<file path="config.mk">
export PLATFORM = sky130hd
export DESIGN_NAME = debug_link_packet_transport
export DESIGN_NICKNAME = d
export VERILOG_FILES = /design/src/dlpt_pkg.sv /design/src/dlpt_reply_mem.sv /design/src/dlpt_ctrl.sv /design/src/debug_link_packet_transport.sv
export SDC_FILE = /design/constraint.sdc
export NUM_CORES = 2
export LEC_CHECK = 0
export BUFFER_PORTS_ARGS = -buffer_cell sky130_fd_sc_hd__buf_4
export CAP_MARGIN = 20
export CORE_UTILIZATION = 40
export CTS_BUF_LIST = sky130_fd_sc_hd__clkbuf_16
export DETAILED_ROUTE_END_ITERATION = 10
export GPL_ROUTABILITY_DRIVEN = 0
export PLACE_DENSITY = 0.62
export SYNTH_ARGS = -nofsm -noshare
export SYNTH_HDL_FRONTEND = slang
export SYNTH_SLANG_ARGS = --single-unit
</file>
<file path="constraint.sdc">
create_clock -name clk -period 7.1 [get_ports clk]
set_input_delay 0.355 -clock clk [delete_from_list [all_inputs] [get_ports clk]]
set_output_delay 0.355 -clock clk [all_outputs]
set_load 0.005 [all_outputs]
</file>
<file path="src/dlpt_pkg.sv">
package dlpt_pkg;

    // input item modes
    localparam logic [1:0] MODE_LINE_BYTE = 2'd0;
    localparam logic [1:0] MODE_HOST_BYTE = 2'd1;
    localparam logic [1:0] MODE_TX_SLOT   = 2'd2;
    localparam logic [1:0] MODE_CLOSED    = 2'd3;

    // result kinds
    localparam logic [1:0] KIND_RX   = 2'd0;
    localparam logic [1:0] KIND_TX   = 2'd1;
    localparam logic [1:0] KIND_STAT = 2'd2;

    // status codes
    localparam logic [1:0] ST_OK     = 2'd0;
    localparam logic [1:0] ST_CLOSED = 2'd1;
    localparam logic [1:0] ST_INTR   = 2'd2;
    localparam logic [1:0] ST_ERR    = 2'd3;

    // framing characters
    localparam logic [7:0] CH_DOLLAR = 8'h24;
    localparam logic [7:0] CH_HASH   = 8'h23;
    localparam logic [7:0] CH_PLUS   = 8'h2B;
    localparam logic [7:0] CH_INTR   = 8'h03;

    localparam logic [3:0] STOP_LEN         = 4'd7;
    localparam logic [3:0] MAX_ATTEMPTS_RST = 4'd4;

    typedef enum logic [2:0] {
        PH_HUNT  = 3'd0,
        PH_RECV  = 3'd1,
        PH_CK1   = 3'd2,
        PH_CK2   = 3'd3,
        PH_ACKP  = 3'd4,
        PH_AWAIT = 3'd5,
        PH_SEND  = 3'd6,
        PH_WACK  = 3'd7
    } phase_t;

    typedef struct packed {
        logic       valid;
        logic [1:0] kind;
        logic [7:0] data;
        logic       eof;
        logic [1:0] status;
    } result_t;

    // fixed stop frame "$S05#b8"
    function automatic logic [7:0] stop_byte(input logic [3:0] idx);
        logic [7:0] v;
        case (idx)
            4'd0:    v = CH_DOLLAR;
            4'd1:    v = 8'h53;
            4'd2:    v = 8'h30;
            4'd3:    v = 8'h35;
            4'd4:    v = CH_HASH;
            4'd5:    v = 8'h62;
            4'd6:    v = 8'h38;
            default: v = 8'h00;
        endcase
        return v;
    endfunction

endpackage

</file>
<file path="src/dlpt_reply_mem.sv">
module dlpt_reply_mem #(
    parameter int DEPTH = 256,
    parameter int AW    = 8
) (
    input  logic          clk,
    input  logic          we,
    input  logic [AW-1:0] waddr,
    input  logic [7:0]    wdata,
    input  logic [AW-1:0] raddr,
    output logic [7:0]    rdata
);

    logic [7:0] mem [DEPTH];

    always_ff @(posedge clk)
    begin
        if (we)
        begin
            mem[waddr] <= wdata;
        end
    end

    // write-through so the prefetched byte is never stale
    always_ff @(posedge clk)
    begin
        if (we && (waddr == raddr))
        begin
            rdata <= wdata;
        end
        else
        begin
            rdata <= mem[raddr];
        end
    end

endmodule

</file>
<file path="src/dlpt_ctrl.sv">
module dlpt_ctrl
    import dlpt_pkg::*;
#(
    parameter int FRAME_MAX = 256,
    parameter int AW        = 8,
    parameter int IW        = 9
) (
    input  logic          clk,
    input  logic          rst_n,
    input  logic          advance,
    input  logic [1:0]    mode,
    input  logic [7:0]    byte_value,
    input  logic          is_final,
    input  logic [3:0]    max_attempts,
    input  logic [7:0]    rd_data,
    output result_t       res,
    output logic          mem_we,
    output logic [AW-1:0] mem_waddr,
    output logic [7:0]    mem_wdata,
    output logic [AW-1:0] rd_addr
);

    phase_t        phase_reg,    phase_next;
    logic [IW-1:0] rx_count_reg, rx_count_next;
    logic [IW-1:0] reply_len_reg, reply_len_next;
    logic [IW-1:0] send_idx_reg, send_idx_next;
    logic [3:0]    attempt_reg,  attempt_next;
    logic          stop_reg,     stop_next;

    logic [3:0]    lim;
    logic          attempts_done;
    logic          rx_overflow;
    logic          reply_full;
    logic [IW-1:0] send_len;
    logic [IW-1:0] send_inc;
    logic          send_last;
    logic [7:0]    send_byte;

    assign lim           = (max_attempts == 4'd0) ? 4'd1 : max_attempts;
    assign attempts_done = ({1'b0, attempt_reg} + 5'd1) >= {1'b0, lim};
    assign rx_overflow   = ({1'b0, rx_count_reg} + (IW+1)'(3)) >= (IW+1)'(FRAME_MAX);
    assign reply_full    = reply_len_reg >= IW'(FRAME_MAX);
    assign send_len      = stop_reg ? IW'(STOP_LEN) : reply_len_reg;
    assign send_inc      = send_idx_reg + IW'(1);
    assign send_last     = send_inc >= send_len;
    assign send_byte     = stop_reg ? stop_byte(send_idx_reg[3:0]) : rd_data;

    // next state
    always_comb
    begin
        phase_next     = phase_reg;
        rx_count_next  = rx_count_reg;
        reply_len_next = reply_len_reg;
        send_idx_next  = send_idx_reg;
        attempt_next   = attempt_reg;
        stop_next      = stop_reg;
        if (advance)
        begin
            unique case (mode)
                MODE_CLOSED:
                begin
                    phase_next = PH_HUNT;
                end
                MODE_HOST_BYTE:
                begin
                    if (phase_reg != PH_AWAIT || reply_full)
                    begin
                        phase_next = PH_HUNT;
                    end
                    else
                    begin
                        reply_len_next = reply_len_reg + IW'(1);
                        if (is_final)
                        begin
                            stop_next     = 1'b0;
                            send_idx_next = '0;
                            attempt_next  = 4'd0;
                            phase_next    = PH_SEND;
                        end
                    end
                end
                MODE_TX_SLOT:
                begin
                    if (phase_reg == PH_ACKP)
                    begin
                        reply_len_next = '0;
                        phase_next     = PH_AWAIT;
                    end
                    else if (phase_reg == PH_SEND)
                    begin
                        send_idx_next = send_inc;
                        if (send_last)
                        begin
                            phase_next = PH_WACK;
                        end
                    end
                end
                default:
                begin
                    unique case (phase_reg)
                        PH_HUNT:
                        begin
                            if (byte_value == CH_INTR)
                            begin
                                stop_next     = 1'b1;
                                send_idx_next = '0;
                                attempt_next  = 4'd0;
                                phase_next    = PH_SEND;
                            end
                            else if (byte_value == CH_DOLLAR)
                            begin
                                rx_count_next = IW'(1);
                                phase_next    = PH_RECV;
                            end
                        end
                        PH_RECV:
                        begin
                            if (rx_overflow)
                            begin
                                phase_next = PH_HUNT;
                            end
                            else
                            begin
                                rx_count_next = rx_count_reg + IW'(1);
                                if (byte_value == CH_HASH)
                                begin
                                    phase_next = PH_CK1;
                                end
                            end
                        end
                        PH_CK1:
                        begin
                            rx_count_next = rx_count_reg + IW'(1);
                            phase_next    = PH_CK2;
                        end
                        PH_CK2:
                        begin
                            rx_count_next = rx_count_reg + IW'(1);
                            phase_next    = PH_ACKP;
                        end
                        PH_WACK:
                        begin
                            if (byte_value == CH_PLUS || attempts_done)
                            begin
                                phase_next = PH_HUNT;
                            end
                            else
                            begin
                                attempt_next  = attempt_reg + 4'd1;
                                send_idx_next = '0;
                                phase_next    = PH_SEND;
                            end
                        end
                        default:
                        begin
                            phase_next = phase_reg;
                        end
                    endcase
                end
            endcase
        end
    end

    // outputs
    always_comb
    begin
        res        = '0;
        mem_we     = 1'b0;
        mem_waddr  = reply_len_reg[AW-1:0];
        mem_wdata  = byte_value;
        unique case (mode)
            MODE_CLOSED:
            begin
                res.valid  = 1'b1;
                res.kind   = KIND_STAT;
                res.status = ST_CLOSED;
            end
            MODE_HOST_BYTE:
            begin
                if (phase_reg != PH_AWAIT || reply_full)
                begin
                    res.valid  = 1'b1;
                    res.kind   = KIND_STAT;
                    res.status = ST_ERR;
                end
                else
                begin
                    mem_we = advance;
                end
            end
            MODE_TX_SLOT:
            begin
                if (phase_reg == PH_ACKP)
                begin
                    res.valid = 1'b1;
                    res.kind  = KIND_TX;
                    res.data  = CH_PLUS;
                    res.eof   = 1'b1;
                end
                else if (phase_reg == PH_SEND)
                begin
                    res.valid = 1'b1;
                    res.kind  = KIND_TX;
                    res.data  = send_byte;
                    res.eof   = send_last;
                end
            end
            default:
            begin
                unique case (phase_reg)
                    PH_HUNT:
                    begin
                        if (byte_value == CH_INTR)
                        begin
                            res.valid  = 1'b1;
                            res.kind   = KIND_STAT;
                            res.status = ST_INTR;
                        end
                        else if (byte_value == CH_DOLLAR)
                        begin
                            res.valid = 1'b1;
                            res.kind  = KIND_RX;
                            res.data  = byte_value;
                        end
                    end
                    PH_RECV:
                    begin
                        res.valid = 1'b1;
                        if (rx_overflow)
                        begin
                            res.kind   = KIND_STAT;
                            res.status = ST_ERR;
                        end
                        else
                        begin
                            res.kind = KIND_RX;
                            res.data = byte_value;
                        end
                    end
                    PH_CK1, PH_CK2:
                    begin
                        res.valid = 1'b1;
                        res.kind  = KIND_RX;
                        res.data  = byte_value;
                        res.eof   = (phase_reg == PH_CK2);
                    end
                    PH_WACK:
                    begin
                        if (byte_value == CH_PLUS)
                        begin
                            res.valid  = 1'b1;
                            res.kind   = KIND_STAT;
                            res.status = ST_OK;
                        end
                        else if (attempts_done)
                        begin
                            res.valid  = 1'b1;
                            res.kind   = KIND_STAT;
                            res.status = ST_ERR;
                        end
                    end
                    default:
                    begin
                        res.valid = 1'b0;
                    end
                endcase
            end
        endcase
    end

    // prefetch the byte at the upcoming send index
    assign rd_addr = send_idx_next[AW-1:0];

    always_ff @(posedge clk or negedge rst_n)
    begin
        if (!rst_n)
        begin
            phase_reg     <= PH_HUNT;
            rx_count_reg  <= '0;
            reply_len_reg <= '0;
            send_idx_reg  <= '0;
            attempt_reg   <= 4'd0;
            stop_reg      <= 1'b0;
        end
        else
        begin
            phase_reg     <= phase_next;
            rx_count_reg  <= rx_count_next;
            reply_len_reg <= reply_len_next;
            send_idx_reg  <= send_idx_next;
            attempt_reg   <= attempt_next;
            stop_reg      <= stop_next;
        end
    end

endmodule

</file>
<file path="src/debug_link_packet_transport.sv">
// Debugger packet framing for a serial line. Each input transfer is a line
// byte, a host reply byte, a free transmit slot or a line-closed notice; each
// gives at most one result transfer (a frame byte for the host, a byte for
// the line, or a status event). One item is taken per clock while the result
// side keeps taking results. An accepted item is held in the input register
// while a single pass of the phase logic fills the result register as the
// item moves on; a stall on the result side holds it in the input register.
// Throughput is one item per cycle whenever the result side keeps taking
// results. Host reply bytes are held in a FRAME_MAX deep byte store; the
// byte for the next transmit slot is prefetched from it so that the send
// path stays a single pass. The store needs no clearing after reset.
module debug_link_packet_transport
    import dlpt_pkg::*;
#(
    parameter int FRAME_MAX = 256
) (
    input  logic       clk,
    input  logic       rst_n,

    // configuration: max_attempts
    input  logic       cfg_valid,
    output logic       cfg_ready,
    input  logic [3:0] cfg_data,

    // input items
    input  logic       in_valid,
    output logic       in_ready,
    input  logic [1:0] mode,
    input  logic [7:0] byte_value,
    input  logic       is_final,

    // result items
    output logic       out_valid,
    input  logic       out_ready,
    output logic [1:0] kind,
    output logic [7:0] byte_out,
    output logic       end_of_frame,
    output logic [1:0] status
);

    localparam int AW = $clog2(FRAME_MAX);
    localparam int IW = $clog2(FRAME_MAX + 1);

    // configuration register
    logic [3:0] max_attempts_reg;

    // input register
    logic       in_valid_reg;
    logic [1:0] mode_reg;
    logic [7:0] byte_reg;
    logic       final_reg;

    // result register
    logic       out_valid_reg;
    logic [1:0] kind_reg;
    logic [7:0] byte_out_reg;
    logic       eof_reg;
    logic [1:0] status_reg;

    logic          advance;
    result_t       res;
    logic          mem_we;
    logic [AW-1:0] mem_waddr;
    logic [7:0]    mem_wdata;
    logic [AW-1:0] rd_addr;
    logic [7:0]    rd_data;

    // the held item moves on when the result slot is free or draining
    assign advance  = in_valid_reg && (!out_valid_reg || out_ready);
    assign in_ready = !in_valid_reg || advance;

    assign cfg_ready = 1'b1;

    always_ff @(posedge clk or negedge rst_n)
    begin
        if (!rst_n)
        begin
            max_attempts_reg <= MAX_ATTEMPTS_RST;
        end
        else if (cfg_valid)
        begin
            max_attempts_reg <= cfg_data;
        end
    end

    // input register: valid is control, payload loads on every transfer
    always_ff @(posedge clk or negedge rst_n)
    begin
        if (!rst_n)
        begin
            in_valid_reg <= 1'b0;
        end
        else if (in_ready)
        begin
            in_valid_reg <= in_valid;
        end
    end

    always_ff @(posedge clk)
    begin
        if (in_valid && in_ready)
        begin
            mode_reg  <= mode;
            byte_reg  <= byte_value;
            final_reg <= is_final;
        end
    end

    dlpt_ctrl #(
        .FRAME_MAX (FRAME_MAX),
        .AW        (AW),
        .IW        (IW)
    ) u_ctrl (
        .clk          (clk),
        .rst_n        (rst_n),
        .advance      (advance),
        .mode         (mode_reg),
        .byte_value   (byte_reg),
        .is_final     (final_reg),
        .max_attempts (max_attempts_reg),
        .rd_data      (rd_data),
        .res          (res),
        .mem_we       (mem_we),
        .mem_waddr    (mem_waddr),
        .mem_wdata    (mem_wdata),
        .rd_addr      (rd_addr)
    );

    dlpt_reply_mem #(
        .DEPTH (FRAME_MAX),
        .AW    (AW)
    ) u_reply_mem (
        .clk   (clk),
        .we    (mem_we),
        .waddr (mem_waddr),
        .wdata (mem_wdata),
        .raddr (rd_addr),
        .rdata (rd_data)
    );

    // result register: items without a result just leave the slot empty
    always_ff @(posedge clk or negedge rst_n)
    begin
        if (!rst_n)
        begin
            out_valid_reg <= 1'b0;
        end
        else if (advance)
        begin
            out_valid_reg <= res.valid;
        end
        else if (out_ready)
        begin
            out_valid_reg <= 1'b0;
        end
    end

    always_ff @(posedge clk)
    begin
        if (advance)
        begin
            kind_reg     <= res.kind;
            byte_out_reg <= res.data;
            eof_reg      <= res.eof;
            status_reg   <= res.status;
        end
    end

    assign out_valid    = out_valid_reg;
    assign kind         = kind_reg;
    assign byte_out     = byte_out_reg;
    assign end_of_frame = eof_reg;
    assign status       = status_reg;

endmodule

</file>
==> flow_summary.json <==
{
  "firstDrtPassIters": 6,
  "rsz0062_at_grt": "false",
  "yosysWarnings": 0,
  "worstPathRequired_ns": 7.68,
  "synth_fp_nets": 3999,
  "tritoncts": "done",
  "synth-edff-count": 2072,
  "setup-violations-final": 0,
  "critPathLaunchType": "flop",
  "status": "complete, no violations",
  "synth_compound_area_share_pct": 3.168,
  "clock_sinks": 2121,
  "fmaxAchievable_mhz": 223.1,
  "grt_max_degree": 242,
  "antenna_found_initial": 7,
  "rows": 166,
  "synth-xor-area-share_pct": 0.09509,
  "fin_hold_ws_ns": 0.04142,
  "min_period_ns": 4.482,
  "clk_path_buf_depth": 3,
  "max-slew-margin-rel_pct": 14.69,
  "slew_violations": 0,
  "worstMarginPinSlew_ns": 1.280,
  "final_nets": 4110,
  "start_util_pct": 40.40,
  "synth_top_family_by_area": "multiplexers",
  "critPathArrivalTime_ns": 5.06,
  "via_per_inst": 5.896,
  "grt_pass1_vias": 40776,
  "postRouteAntennaNets": 0,
  "die_y_um": 457.2,
  "clock_skew_ns": 0.03464,
  "final.setup.tns_ns": 0,
  "grt_pass1_wl_um": 301200,
  "io_pins": 36,
  "cellPowerDensity_nw_per_um2": 294.5,
  "synth_area_per_cell_um2": 20.98,
  "largest_reg_flops": 2048,
  "layout-drive-gt1-share_pct": 23.65,
  "wl_per_cell_um": 30.10,
  "critical_path_class": "reg -> reg",
  "antenna_cells": 0,
  "synthMuxAreaShare_pct": 15.30,
  "cts_inserted_buffers": 204,
  "fillers": 16973,
  "clk_pin_slew_ns": 0.06,
  "cts_root_buffer": "clkbuf_16",
  "grt_overflow": 0,
  "grt.total_usage_pct": 19.93,
  "synth_ff_type": "edfxtp_1",
  "regMostFlops": "u_reply_mem.mem",
  "post_dp_cell_area_um2": 86330,
  "synthAdderAreaFrac_pct": 0.4226,
  "endpoint_kind": "flop",
  "drt-initial-drc-count": 5004,
  "routed_wl_um": 208600,
  "htree_levels": 4,
  "area_growth_pct": 12.33,
  "hold_path_class": "in -> async",
  "ys_ff_latch": 2121,
  "synth_cells": 3951,
  "dieArea_um2": 209100,
  "synth_area_leader_cell": "edfxtp_1",
  "hold_viol": 0,
  "ys_seq_area_share_pct": 76.49,
  "synth.area.top_cells": "edfxtp_1 (75%), mux4_2 (15%), nor2_1 (1.4%)",
  "syn-cell-area_um2": 82900,
  "synth_cell_type_count": 63,
  "total_leakage_power_uw": 0.02833,
  "synth_top_area_share_pct": 75.06,
  "port_buffers": 34,
  "vias": 40856,
  "worstPathMaxFanout": 30,
  "die_x_um": 457.2,
  "finalInstanceArea_um2": 93110,
  "drc": 0,
  "max_cap_viol_count": 0,
  "min_period_over_period_pct": 63.12,
  "clk_latency_ns": 0.86,
  "place_hpwl_um": 123600,
  "cts_resized": 0,
  "async_reset_ff_share_pct": 1.933,
  "yosys.area_share.simple_pct": 3.112,
  "design.core.area_um2": 205200,
  "peakVddDrop_mv": 0.2674
}
[cell usage after synthesis, drive strengths merged (6+ instances only)]
master,instances
edfxtp,2072
mux4,556
nor2,312
nand2,149
clkbuf,134
a22oi,105
buf,97
o21ai,47
a22o,43
dfrtp,40
nand3,38
a21oi,36
a221oi,36
ha,28
nor3,25
inv,23
nand2b,19
nor2b,19
a31oi,14
o221ai,12
a211oi,9
mux2i,9
a21o,8
dfxtp,8
o31ai,8
o22ai,7
mux2,6
[kinds of logic (layout without fill, tap and decap cells)]
logic type,Yosys count,in the layout
AOI/OAI and AO/OA,361,361
xor gates and xnor gates,9,9
adders and majority gates,28,28
buffers and inverters,255,545
DFF,2121,2121
muxes,571,571
other,1,1
and+or+nand+nor,605,605
[report_power, final]
group | internal [µW] | leakage [µW] | total, µW | switching, µW
combinational | 1100 | 0.00573 | 2670 | 1570
sequential | 13900 | 0.0192 | 14000 | 146
clock | 5970 | 0.00337 | 10700 | 4750
[critical path, stage by stage, from the launching register on]
cell,delay [ns]
dfxtp_4,0.81
buf_4,0.63
mux4_2,0.59
mux4_2,0.56
mux4_2,0.48
nand2_1,0.09
a21boi_0,0.15
a221oi_1,0.72
nand2_1,0.10
[cells in the final DEF (no fill, tap or decap), drive strengths merged, types with 9 or more instances in the layout]
cell,Yosys,layout
edfxtp,2072,2072
mux4,556,556
nor2,312,312
clkbuf,134,206
nand2,149,149
buf,97,116
a22oi,105,105
clkinv,1,105
inv,23,71
o21ai,47,47
a22o,43,43
dfrtp,40,40
nand3,38,38
a221oi,36,36
a21oi,36,36
ha,28,28
nor3,25,25
dlygate4sd3,0,20
nand2b,19,19
bufinv,0,19
nor2b,19,19
a31oi,14,14
o221ai,12,12
a211oi,9,9
mux2i,9,9
[routing by layer]
layer	vias to the layer above	global-route usage, %	wire length [µm]
met2	1888	30.70	98440
met1	21934	28.88	87170
met5	-	0	20
met3	289	3.836	17390
met4	2	5.765	5538
li1	16743	-	-
[cell type report]
| class | instances | area, µm² | area share [%] |
|---|---|---|---|
| Sequential cell | 2121 | 63430 | 68.12 |
| Multi-Input combinational cell | 1575 | 18370 | 19.73 |
| Clock buffer | 206 | 5155 | 5.536 |
| Timing Repair Buffer | 136 | 1286 | 1.381 |
| Tap cell | 2688 | 3363 | 3.612 |
| Clock inverter | 179 | 1423 | 1.528 |
| Inverter | 24 | 91.34 | 0.09809 |
[worst paths after layout]
kind	start	end	slack, ns	cells after the start
max	flop	byte_out[1]	2.62	8
min	rst_n	u_ctrl.attempt_reg[0]	0.04	2
max reg2reg	flop	byte_out[1]	2.62	8
min reg2reg	u_ctrl.rx_count_reg[6]	u_ctrl.rx_count_reg[6]	0.51	1
max in group asynchronous	rst_n	u_ctrl.send_idx_reg[8]	6.64	2
min in group clk	byte_value[3]	byte_reg[3]	0.25	2
[metrics by stage]
stage | util, % | cells | setup WS (ns) | total power [µW]
after global routing | 45.38 | 6929 | 2.443 | 28150
final | 45.38 | 6929 | 2.618 | 27430
after CTS | 45.37 | 6928 | 2.536 | 27590
after global placement | 42.04 | 6520 | 2.530 | 16960
after floorplan | - | 3951 | 1.463 | 16100
after detailed placement | 42.07 | 6523 | 2.540 | 16980
[repair_timing]
action                    4_1_cts  5_1_grt
hold buffers                   20        0
setup buffers                   0        0
hold endpoints to repair       58        0
No activity file was read; power rests on OpenSTA's default activity.
